### config.mk
export PLATFORM = sky130hd
export DESIGN_NAME = contiguous_first_fit_allocator
export DESIGN_NICKNAME = d
export VERILOG_FILES = /design/src/rtl/cffa_pkg.sv /design/src/rtl/cffa_ram.sv /design/src/rtl/contiguous_first_fit_allocator.sv
export SDC_FILE = /design/constraint.sdc
export NUM_CORES = 1
export LEC_CHECK = 0
export BUFFER_PORTS_ARGS = -buffer_cell sky130_fd_sc_hd__buf_2
export CAP_MARGIN = 30
export CORE_UTILIZATION = 40
export CTS_BUF_LIST = sky130_fd_sc_hd__clkbuf_4
export DETAILED_ROUTE_END_ITERATION = 16
export PLACE_DENSITY = 0.53
export REMOVE_ABC_BUFFERS = 1
export SYNTH_ARGS = -nofsm -noshare
export SYNTH_HDL_FRONTEND = slang
export SYNTH_HIERARCHICAL = 1
export SYNTH_SLANG_ARGS = --single-unit
export TNS_END_PERCENT = 20
### constraint.sdc
create_clock -name clock -period 4.34 [get_ports clock]
set_input_delay 0.651 -clock clock [delete_from_list [all_inputs] [get_ports clock]]
set_output_delay 0.651 -clock clock [all_outputs]
set_load 0.005 [all_outputs]
### src/rtl/cffa_pkg.sv
// Shared types and constants for the contiguous first-fit allocator.
// No dependencies; imported by the top level.
package cffa_pkg;

   localparam int NUM_BLOCKS_DEF      = 128;
   localparam int UNITS_PER_BLOCK_DEF = 10;
   localparam int NUM_FILES_DEF       = 16;

   // Fixed field widths of the request and response channels
   localparam int ID_W    = 4;
   localparam int SIZE_W  = 12;
   localparam int START_W = 7;
   localparam int COUNT_W = 8;

   typedef enum logic {
      OP_CREATE = 1'b0,
      OP_DELETE = 1'b1
   } opcode_type;

   typedef enum logic [1:0] {
      ST_OK        = 2'd0,
      ST_DUPLICATE = 2'd1,
      ST_NO_ROOM   = 2'd2,
      ST_NOT_FOUND = 2'd3
   } status_type;

   typedef enum logic [2:0] {
      S_CLEAR,
      S_IDLE,
      S_DISPATCH,
      S_LOAD,
      S_SCAN,
      S_MARK,
      S_RESULT
   } state_type;

endpackage

### src/rtl/cffa_ram.sv
// Generic simple dual-port RAM: one write port, one registered read port.
// No dependencies.
module cffa_ram #(
   parameter int WIDTH = 1,
   parameter int DEPTH = 128,
   localparam int AW = (DEPTH > 1) ? $clog2(DEPTH) : 1
) (
   input  logic             clock,
   input  logic             wr_en,
   input  logic [AW-1:0]    wr_addr,
   input  logic [WIDTH-1:0] wr_data,
   input  logic [AW-1:0]    rd_addr,
   output logic [WIDTH-1:0] rd_data
);

   logic [WIDTH-1:0] mem_ff [DEPTH];
   logic [WIDTH-1:0] rd_data_ff;

   always_ff @(posedge clock) begin
      if (wr_en) begin
         mem_ff[wr_addr] <= wr_data;
      end
      rd_data_ff <= mem_ff[rd_addr];
   end

   assign rd_data = rd_data_ff;

endmodule

### src/rtl/contiguous_first_fit_allocator.sv
// Top level of the contiguous first-fit block allocator: sequencer, block map scan and file table.
// Depends on cffa_pkg and cffa_ram.
//
//   channel | ports                                          | direction
//   --------+------------------------------------------------+----------
//   request | req_valid req_stall req_opcode req_file_id      | in
//           | req_size_units                                 |
//   response| rsp_valid rsp_stall rsp_status rsp_start_block | out
//           | rsp_block_count                                |
//
// After reset the block map RAM is swept to zero, one block at a time, with req_stall high.
// A create scans the map one block per cycle through the map RAM read port, marks each block
// of the first run that fits as used, then posts the result.
// A delete reads its file table entry, frees each block of the run, then posts the result.
// Duplicate and missing-id requests go straight to the result step.
// req_stall is high while a transaction is in work; a result waits in the response register
// while rsp_stall is high and the next request is still taken.
module contiguous_first_fit_allocator #(
   parameter int NUM_BLOCKS      = cffa_pkg::NUM_BLOCKS_DEF,
   parameter int UNITS_PER_BLOCK = cffa_pkg::UNITS_PER_BLOCK_DEF,
   parameter int NUM_FILES       = cffa_pkg::NUM_FILES_DEF
) (
   input  logic                         clock,
   input  logic                         reset,
   input  logic                         req_valid,
   output logic                         req_stall,
   input  logic                         req_opcode,
   input  logic [cffa_pkg::ID_W-1:0]    req_file_id,
   input  logic [cffa_pkg::SIZE_W-1:0]  req_size_units,
   output logic                         rsp_valid,
   input  logic                         rsp_stall,
   output logic [1:0]                   rsp_status,
   output logic [cffa_pkg::START_W-1:0] rsp_start_block,
   output logic [cffa_pkg::COUNT_W-1:0] rsp_block_count
);
   import cffa_pkg::*;

   localparam int ABW  = $clog2(NUM_BLOCKS);
   localparam int CW   = $clog2(NUM_BLOCKS + 1);
   localparam int FIW  = $clog2(NUM_FILES);
   localparam int RUW  = $clog2(NUM_BLOCKS * UNITS_PER_BLOCK + 1);
   localparam int CMPW = (RUW > SIZE_W) ? RUW : SIZE_W;
   localparam int EW   = ABW + CW;

   state_type            state_ff, state_in;
   opcode_type           op_ff, op_in;
   logic [ID_W-1:0]      id_ff, id_in;
   logic [SIZE_W-1:0]    units_ff, units_in;
   logic [NUM_FILES-1:0] entry_valid_ff, entry_valid_in;

   logic [ABW:0]         addr_ff, addr_in;
   logic                 pend_ff, pend_in;
   logic [ABW-1:0]       pend_idx_ff, pend_idx_in;
   logic [CW-1:0]        run_ff, run_in;
   logic [RUW-1:0]       run_units_ff, run_units_in;
   logic [ABW-1:0]       run_start_ff, run_start_in;

   logic [ABW-1:0]       mark_addr_ff, mark_addr_in;
   logic [CW-1:0]        mark_left_ff, mark_left_in;
   logic                 mark_val_ff, mark_val_in;

   status_type           res_status_ff, res_status_in;
   logic [ABW-1:0]       res_start_ff, res_start_in;
   logic [CW-1:0]        res_count_ff, res_count_in;

   logic                 rsp_valid_ff, rsp_valid_in;
   status_type           rsp_status_ff, rsp_status_in;
   logic [START_W-1:0]   rsp_start_ff, rsp_start_in;
   logic [COUNT_W-1:0]   rsp_count_ff, rsp_count_in;

   logic [ID_W+FIW-1:0]     id_wide;
   logic [FIW-1:0]          id_idx;
   logic                    id_ok;
   logic [START_W+ABW-1:0]  start_wide;
   logic [COUNT_W+CW-1:0]   count_wide;

   logic                 map_wr_en, map_wr_data, map_rd_data;
   logic [ABW-1:0]       map_wr_addr;
   logic                 entry_wr_en;
   logic [EW-1:0]        entry_rd_data;

   logic [CW-1:0]        run_next;
   logic [RUW-1:0]       units_next;
   logic [ABW-1:0]       start_next;
   logic                 fit;
   logic                 scan_last;
   logic                 rsp_free;

   assign id_wide    = {{FIW{1'b0}}, id_ff};
   assign id_idx     = id_wide[FIW-1:0];
   assign id_ok      = id_wide < (ID_W + FIW)'(NUM_FILES);
   assign start_wide = {{START_W{1'b0}}, res_start_ff};
   assign count_wide = {{COUNT_W{1'b0}}, res_count_ff};

   // Shared scan unit: two adds and a fit compare per map bit
   assign run_next   = run_ff + CW'(1);
   assign units_next = run_units_ff + RUW'(UNITS_PER_BLOCK);
   assign start_next = (run_ff == '0) ? pend_idx_ff : run_start_ff;
   assign fit        = pend_ff && !map_rd_data && (CMPW'(units_next) >= CMPW'(units_ff));
   assign scan_last  = pend_ff && (pend_idx_ff == ABW'(NUM_BLOCKS - 1));
   assign rsp_free   = !rsp_valid_ff || !rsp_stall;

   cffa_ram #(
      .WIDTH (1),
      .DEPTH (NUM_BLOCKS)
   ) u_map_ram (
      .clock   (clock),
      .wr_en   (map_wr_en),
      .wr_addr (map_wr_addr),
      .wr_data (map_wr_data),
      .rd_addr (addr_ff[ABW-1:0]),
      .rd_data (map_rd_data)
   );

   cffa_ram #(
      .WIDTH (EW),
      .DEPTH (NUM_FILES)
   ) u_entry_ram (
      .clock   (clock),
      .wr_en   (entry_wr_en),
      .wr_addr (id_idx),
      .wr_data ({start_next, run_next}),
      .rd_addr (id_idx),
      .rd_data (entry_rd_data)
   );

   // Next state
   always_comb begin
      state_in = state_ff;
      unique case (state_ff)
         S_CLEAR: begin
            if (mark_addr_ff == ABW'(NUM_BLOCKS - 1)) state_in = S_IDLE;
         end
         S_IDLE: begin
            if (req_valid) state_in = S_DISPATCH;
         end
         S_DISPATCH: begin
            priority if (!id_ok)                   state_in = S_RESULT;
            else if (op_ff == OP_CREATE) begin
               if (entry_valid_ff[id_idx])         state_in = S_RESULT;
               else                                state_in = S_SCAN;
            end
            else if (entry_valid_ff[id_idx])       state_in = S_LOAD;
            else                                   state_in = S_RESULT;
         end
         S_LOAD: begin
            state_in = S_MARK;
         end
         S_SCAN: begin
            priority if (fit)   state_in = S_MARK;
            else if (scan_last) state_in = S_RESULT;
            else                state_in = S_SCAN;
         end
         S_MARK: begin
            if (mark_left_ff == CW'(1)) state_in = S_RESULT;
         end
         S_RESULT: begin
            if (rsp_free) state_in = S_IDLE;
         end
         default: state_in = S_IDLE;
      endcase
   end

   // Outputs and RAM controls
   always_comb begin
      req_stall   = (state_ff != S_IDLE);
      map_wr_en   = 1'b0;
      map_wr_addr = mark_addr_ff;
      map_wr_data = 1'b0;
      entry_wr_en = 1'b0;
      unique case (state_ff)
         S_CLEAR: begin
            map_wr_en = 1'b1;
         end
         S_MARK: begin
            map_wr_en   = 1'b1;
            map_wr_data = mark_val_ff;
         end
         S_SCAN: begin
            entry_wr_en = fit;
         end
         default: begin
            map_wr_en = 1'b0;
         end
      endcase
   end

   // Datapath
   always_comb begin
      op_in          = op_ff;
      id_in          = id_ff;
      units_in       = units_ff;
      entry_valid_in = entry_valid_ff;
      addr_in        = addr_ff;
      pend_in        = pend_ff;
      pend_idx_in    = pend_idx_ff;
      run_in         = run_ff;
      run_units_in   = run_units_ff;
      run_start_in   = run_start_ff;
      mark_addr_in   = mark_addr_ff;
      mark_left_in   = mark_left_ff;
      mark_val_in    = mark_val_ff;
      res_status_in  = res_status_ff;
      res_start_in   = res_start_ff;
      res_count_in   = res_count_ff;
      rsp_valid_in   = rsp_valid_ff && rsp_stall;
      rsp_status_in  = rsp_status_ff;
      rsp_start_in   = rsp_start_ff;
      rsp_count_in   = rsp_count_ff;

      unique case (state_ff)
         S_CLEAR: begin
            mark_addr_in = mark_addr_ff + ABW'(1);
         end
         S_IDLE: begin
            if (req_valid) begin
               op_in    = opcode_type'(req_opcode);
               id_in    = req_file_id;
               units_in = req_size_units;
            end
         end
         S_DISPATCH: begin
            addr_in      = '0;
            pend_in      = 1'b0;
            run_in       = '0;
            run_units_in = '0;
            res_start_in = '0;
            res_count_in = '0;
            priority if (!id_ok)               res_status_in = ST_NOT_FOUND;
            else if (op_ff == OP_CREATE) begin
               if (entry_valid_ff[id_idx])     res_status_in = ST_DUPLICATE;
               else                            res_status_in = ST_NO_ROOM;
            end
            else if (entry_valid_ff[id_idx])   res_status_in = ST_OK;
            else                               res_status_in = ST_NOT_FOUND;
         end
         S_LOAD: begin
            mark_addr_in           = entry_rd_data[EW-1:CW];
            mark_left_in           = entry_rd_data[CW-1:0];
            mark_val_in            = 1'b0;
            res_start_in           = entry_rd_data[EW-1:CW];
            res_count_in           = entry_rd_data[CW-1:0];
            entry_valid_in[id_idx] = 1'b0;
         end
         S_SCAN: begin
            pend_in     = addr_ff < (ABW + 1)'(NUM_BLOCKS);
            pend_idx_in = addr_ff[ABW-1:0];
            addr_in     = addr_ff + (ABW + 1)'(1);
            if (pend_ff) begin
               if (map_rd_data) begin
                  run_in       = '0;
                  run_units_in = '0;
               end else begin
                  run_in       = run_next;
                  run_units_in = units_next;
                  run_start_in = start_next;
               end
            end
            if (fit) begin
               mark_addr_in           = start_next;
               mark_left_in           = run_next;
               mark_val_in            = 1'b1;
               res_status_in          = ST_OK;
               res_start_in           = start_next;
               res_count_in           = run_next;
               entry_valid_in[id_idx] = 1'b1;
            end
         end
         S_MARK: begin
            mark_addr_in = mark_addr_ff + ABW'(1);
            mark_left_in = mark_left_ff - CW'(1);
         end
         S_RESULT: begin
            if (rsp_free) begin
               rsp_valid_in  = 1'b1;
               rsp_status_in = res_status_ff;
               rsp_start_in  = start_wide[START_W-1:0];
               rsp_count_in  = count_wide[COUNT_W-1:0];
            end
         end
         default: begin
            pend_in = 1'b0;
         end
      endcase
   end

   always_ff @(posedge clock) begin
      if (reset) begin
         state_ff       <= S_CLEAR;
         mark_addr_ff   <= '0;
         entry_valid_ff <= '0;
         rsp_valid_ff   <= 1'b0;
      end else begin
         state_ff       <= state_in;
         mark_addr_ff   <= mark_addr_in;
         entry_valid_ff <= entry_valid_in;
         rsp_valid_ff   <= rsp_valid_in;
      end
   end

   always_ff @(posedge clock) begin
      op_ff         <= op_in;
      id_ff         <= id_in;
      units_ff      <= units_in;
      addr_ff       <= addr_in;
      pend_ff       <= pend_in;
      pend_idx_ff   <= pend_idx_in;
      run_ff        <= run_in;
      run_units_ff  <= run_units_in;
      run_start_ff  <= run_start_in;
      mark_left_ff  <= mark_left_in;
      mark_val_ff   <= mark_val_in;
      res_status_ff <= res_status_in;
      res_start_ff  <= res_start_in;
      res_count_ff  <= res_count_in;
      rsp_status_ff <= rsp_status_in;
      rsp_start_ff  <= rsp_start_in;
      rsp_count_ff  <= rsp_count_in;
   end

   assign rsp_valid       = rsp_valid_ff;
   assign rsp_status      = rsp_status_ff;
   assign rsp_start_block = rsp_start_ff;
   assign rsp_block_count = rsp_count_ff;

   a_rsp_from_result: assert property (@(posedge clock) disable iff (reset)
      $rose(rsp_valid_ff) |-> $past(state_ff) == S_RESULT)
      else $error("response posted outside the result step");

   a_error_zero: assert property (@(posedge clock) disable iff (reset)
      (rsp_valid_ff && rsp_status_ff != ST_OK) |-> (rsp_start_ff == '0 && rsp_count_ff == '0))
      else $error("error response carries a nonzero run");

   a_mark_nonzero: assert property (@(posedge clock) disable iff (reset)
      state_ff == S_MARK |-> mark_left_ff != '0)
      else $error("mark pass with no blocks left");

   a_fit_marks_used: assert property (@(posedge clock) disable iff (reset)
      (state_ff == S_SCAN && fit) |=> (state_ff == S_MARK && mark_val_ff))
      else $error("found run not marked as used");

   a_load_is_delete: assert property (@(posedge clock) disable iff (reset)
      state_ff == S_LOAD |-> op_ff == OP_DELETE)
      else $error("table load outside a delete");

endmodule
==> run metrics <==
PortBufs 39; register area share after synthesis 69.6%; Syn. warnings 6; peak supply drop 248 uV; # Max-Cap Violations 0; DRC errors left 3; Final period util 87.9%; via count 12,600; clock root buffer clkbuf_4; Longest Clk Path Bufs 3; post-layout net count 1,580; fin util 46.6%; vias per inst 5.42; largest net degree at the start of global routing 89; min cycle time layout 3810 ps; fmax 0.262 GHz; Cell variety after synth 69; Setup-failing EPs final 0; Top Ports 40; Pre-antenna DRT Iters 11; FP Rows 84; actual slew at the worst max-slew pin 972 ps; global-route wire length before repair 76.6 mm; reg-to-reg startpoint run_units_ff[3]$_SDFFCE_PP0P_; largest cells by area after synthesis edfxtp_1 66%, mux4_2 7.8%, dfxtp_1 4.0%; Mapped Area 0.0215 sq mm; P_leak 8.15 nW; Power Dens Cells 394 mW/mm^2; antenna violations before repair 3; r2r worst-path depth 13; Tot Pwr 0.00971 W; post-synth top area share 65.6%; synth-to-layout area growth 14.4%; pre-CTS WS 463 ps; Worst EP required 4970 ps; final hold viol count 0; Worst Hold Class in2reg; die area 0.0547 sq mm; Most used DFF post-synth edfxtp_1; Startpoint Class register; failing checks design-rule violations; Rel. slew slack 35.0%; # H-tree levels 4; R2R setup slack 530 ps; gpl congestion 0.795; hold depth 3; RSZ-0062 raised after global routing no; Gate Count Post-Synth 1,361; clk_lat worst skew 950 ps; post-CTS sizing 0; CTS buffer count 139; Congestion Overflow GR 0; Synth area leader edfxtp_1; synthesized flop and latch total 513; top-count cell post-synth edfxtp_1; vias in the first global route 12,900; critical path class reg2reg; core area 0.0529 sq mm; Hold EP id_ff[0]$_DFFE_PP_; outcome complete, but fails checks; final slew viol count 0; PnR worst setup slack 526 ps; Hold Slack 212 ps; ys async rst share 0%; kind of end point of the critical path register; post-route ant nets 0; cts hold-fix bufs 17; final WL 50.0 mm; number of synthesized flops with an enable pin 470; Die Wd 234 um; post-synthesis area per instance 15.8 sq um; CTS tree built; HPWL Detailed 31.5 mm; setup bufs post-CTS 0; WL/cell 21.5 um; Clock Sinks 513; share of layout cells above drive strength 1 25.1%; Die Y-Extent 234 um; R2R Path End u_entry_ram/mem_ff[3][0]$_DFFE_PP_; final setup skew 62.1 ps; CP arrival 4450 ps; worst-path fanout max 11; Post-synth top cells 470 x edfxtp_1, 178 x nor2_1, 75 x mux4_2; Hold Path Origin req_valid; gr usage total 19.1%; Detailed Route Iter0 Violations 1,043; Initial Utilization 40.7%; Worst-path clk slew 60 ps
layout by cell type, fill, tap and decap left out, drive strengths merged, types with 8 or more instances in the layout:
cell / n
and2: 13
xnor2: 14
mux4: 98
nand2: 69
nor2b: 20
clkbuf: 197
mux2i: 9
nor3: 13
a21o: 8
buf: 85
dlygate4sd3: 17
o21ai: 56
clkinv: 36
nor2: 179
dfxtp: 43
edfxtp: 470
a22oi: 31
xor2: 12
nand4: 13
a21oi: 27
nand2b: 12
inv: 38
ha: 21
and3: 18
nand3: 42
cell type report:
cell class | count | area (sq um)
Clock buffer | 197 | 1480
Timing Repair Buffer | 102 | 776
Antenna cell | 4 | 10.0
Clock inverter | 45 | 293
Tap cell | 688 | 861
Fill cell | 4660 | 28200
Sequential cell | 513 | 15000
Inverter | 35 | 131
Multi-Input combinational cell | 747 | 6100
worst max-delay path by stage:
stage                                        from                                  to  slack (ps)  depth (start not counted)
floorplan                      id_ff[0]$_DFFE_PP_            state_ff[1]$_SDFFE_PP0P_        -320                          8
global placement    run_units_ff[3]$_SDFFCE_PP0P_  u_entry_ram/mem_ff[3][4]$_DFFE_PP_         570                         13
detailed placement  run_units_ff[3]$_SDFFCE_PP0P_  u_entry_ram/mem_ff[3][2]$_DFFE_PP_         460                         13
global route        run_units_ff[1]$_SDFFCE_PP0P_  u_entry_ram/mem_ff[3][2]$_DFFE_PP_         210                         13
CTS                 run_units_ff[1]$_SDFFCE_PP0P_  u_entry_ram/mem_ff[3][7]$_DFFE_PP_         500                         13
finish              run_units_ff[3]$_SDFFCE_PP0P_  u_entry_ram/mem_ff[3][0]$_DFFE_PP_         530                         13
flip-flops by register name, indices dropped and copies added (netlist names), 2 cells and up, named ones only:
register / flops
units_ff: 12
u_map_ram/mem_ff: 128
run_units_ff: 11
rsp_start_block: 7
res_start_ff: 7
id_ff: 4
rsp_block_count: 8
u_entry_ram/mem_ff: 240
res_status_ff: 2
pend_idx_ff: 7
map_wr_addr: 7
state_ff: 3
u_entry_ram/rd_data: 15
addr_ff: 8
rsp_status: 2
run_start_ff: 7
mark_left_ff: 8
res_count_ff: 8
run_ff: 8
where the power goes:
part	switching (W)	internal [W]	total, W
clock network	0.00201	0.00228	0.00429
registers	0.0000127	0.00532	0.00533
logic	0.0000584	0.0000293	0.0000877
per-stage QoR:
step / cell area (sq um) / setup TNS, ps / cells
6_report: 24600 / 0 / 2331
5_1_grt: 24600 / 0 / 2331
4_1_cts: 24600 / 0 / 2326
3_5_place_dp: 22700 / 0 / 2067
3_3_place_gp: 22600 / 0 / 2063
2_1_floorplan: 21200 / -477 / 1295
worst max-delay path, stage by stage, from the launching register on:
cell      delay, ps
edfxtp_1        450
a21oi_1         230
nor2_1          100
and3_1          210
nand3_1         100
xnor2_1          90
ha_1            300
and4b_1         220
nand2_1          70
o32ai_2         360
o21a_2          250
or3b_2          520
nor2_1          340
buf_4           280
kinds of logic (layout without fill, tap and decap cells):
logic type,after synthesis,in the layout,synth area share (%)
DFF,513,513,69.6
and+or+nand+nor,418,418,9.29
AOI/OAI and AO/OA,168,168,5.11
muxes,114,114,11.5
buffers and inverters,101,379,2.25
xor gates and xnor gates,26,26,1.06
adders and majority gates,21,21,1.22
other,0,4,0
per-layer routing:
layer,up-vias,share of wire [%],track usage (%)
met2,390,45,28.3
met3,83,6.5,5.64
li1,5737,-,-
met4,0,2.4,7.91
met5,-,0,0
met1,6433,46,26.2
No activity file was read; power rests on OpenSTA's default activity.
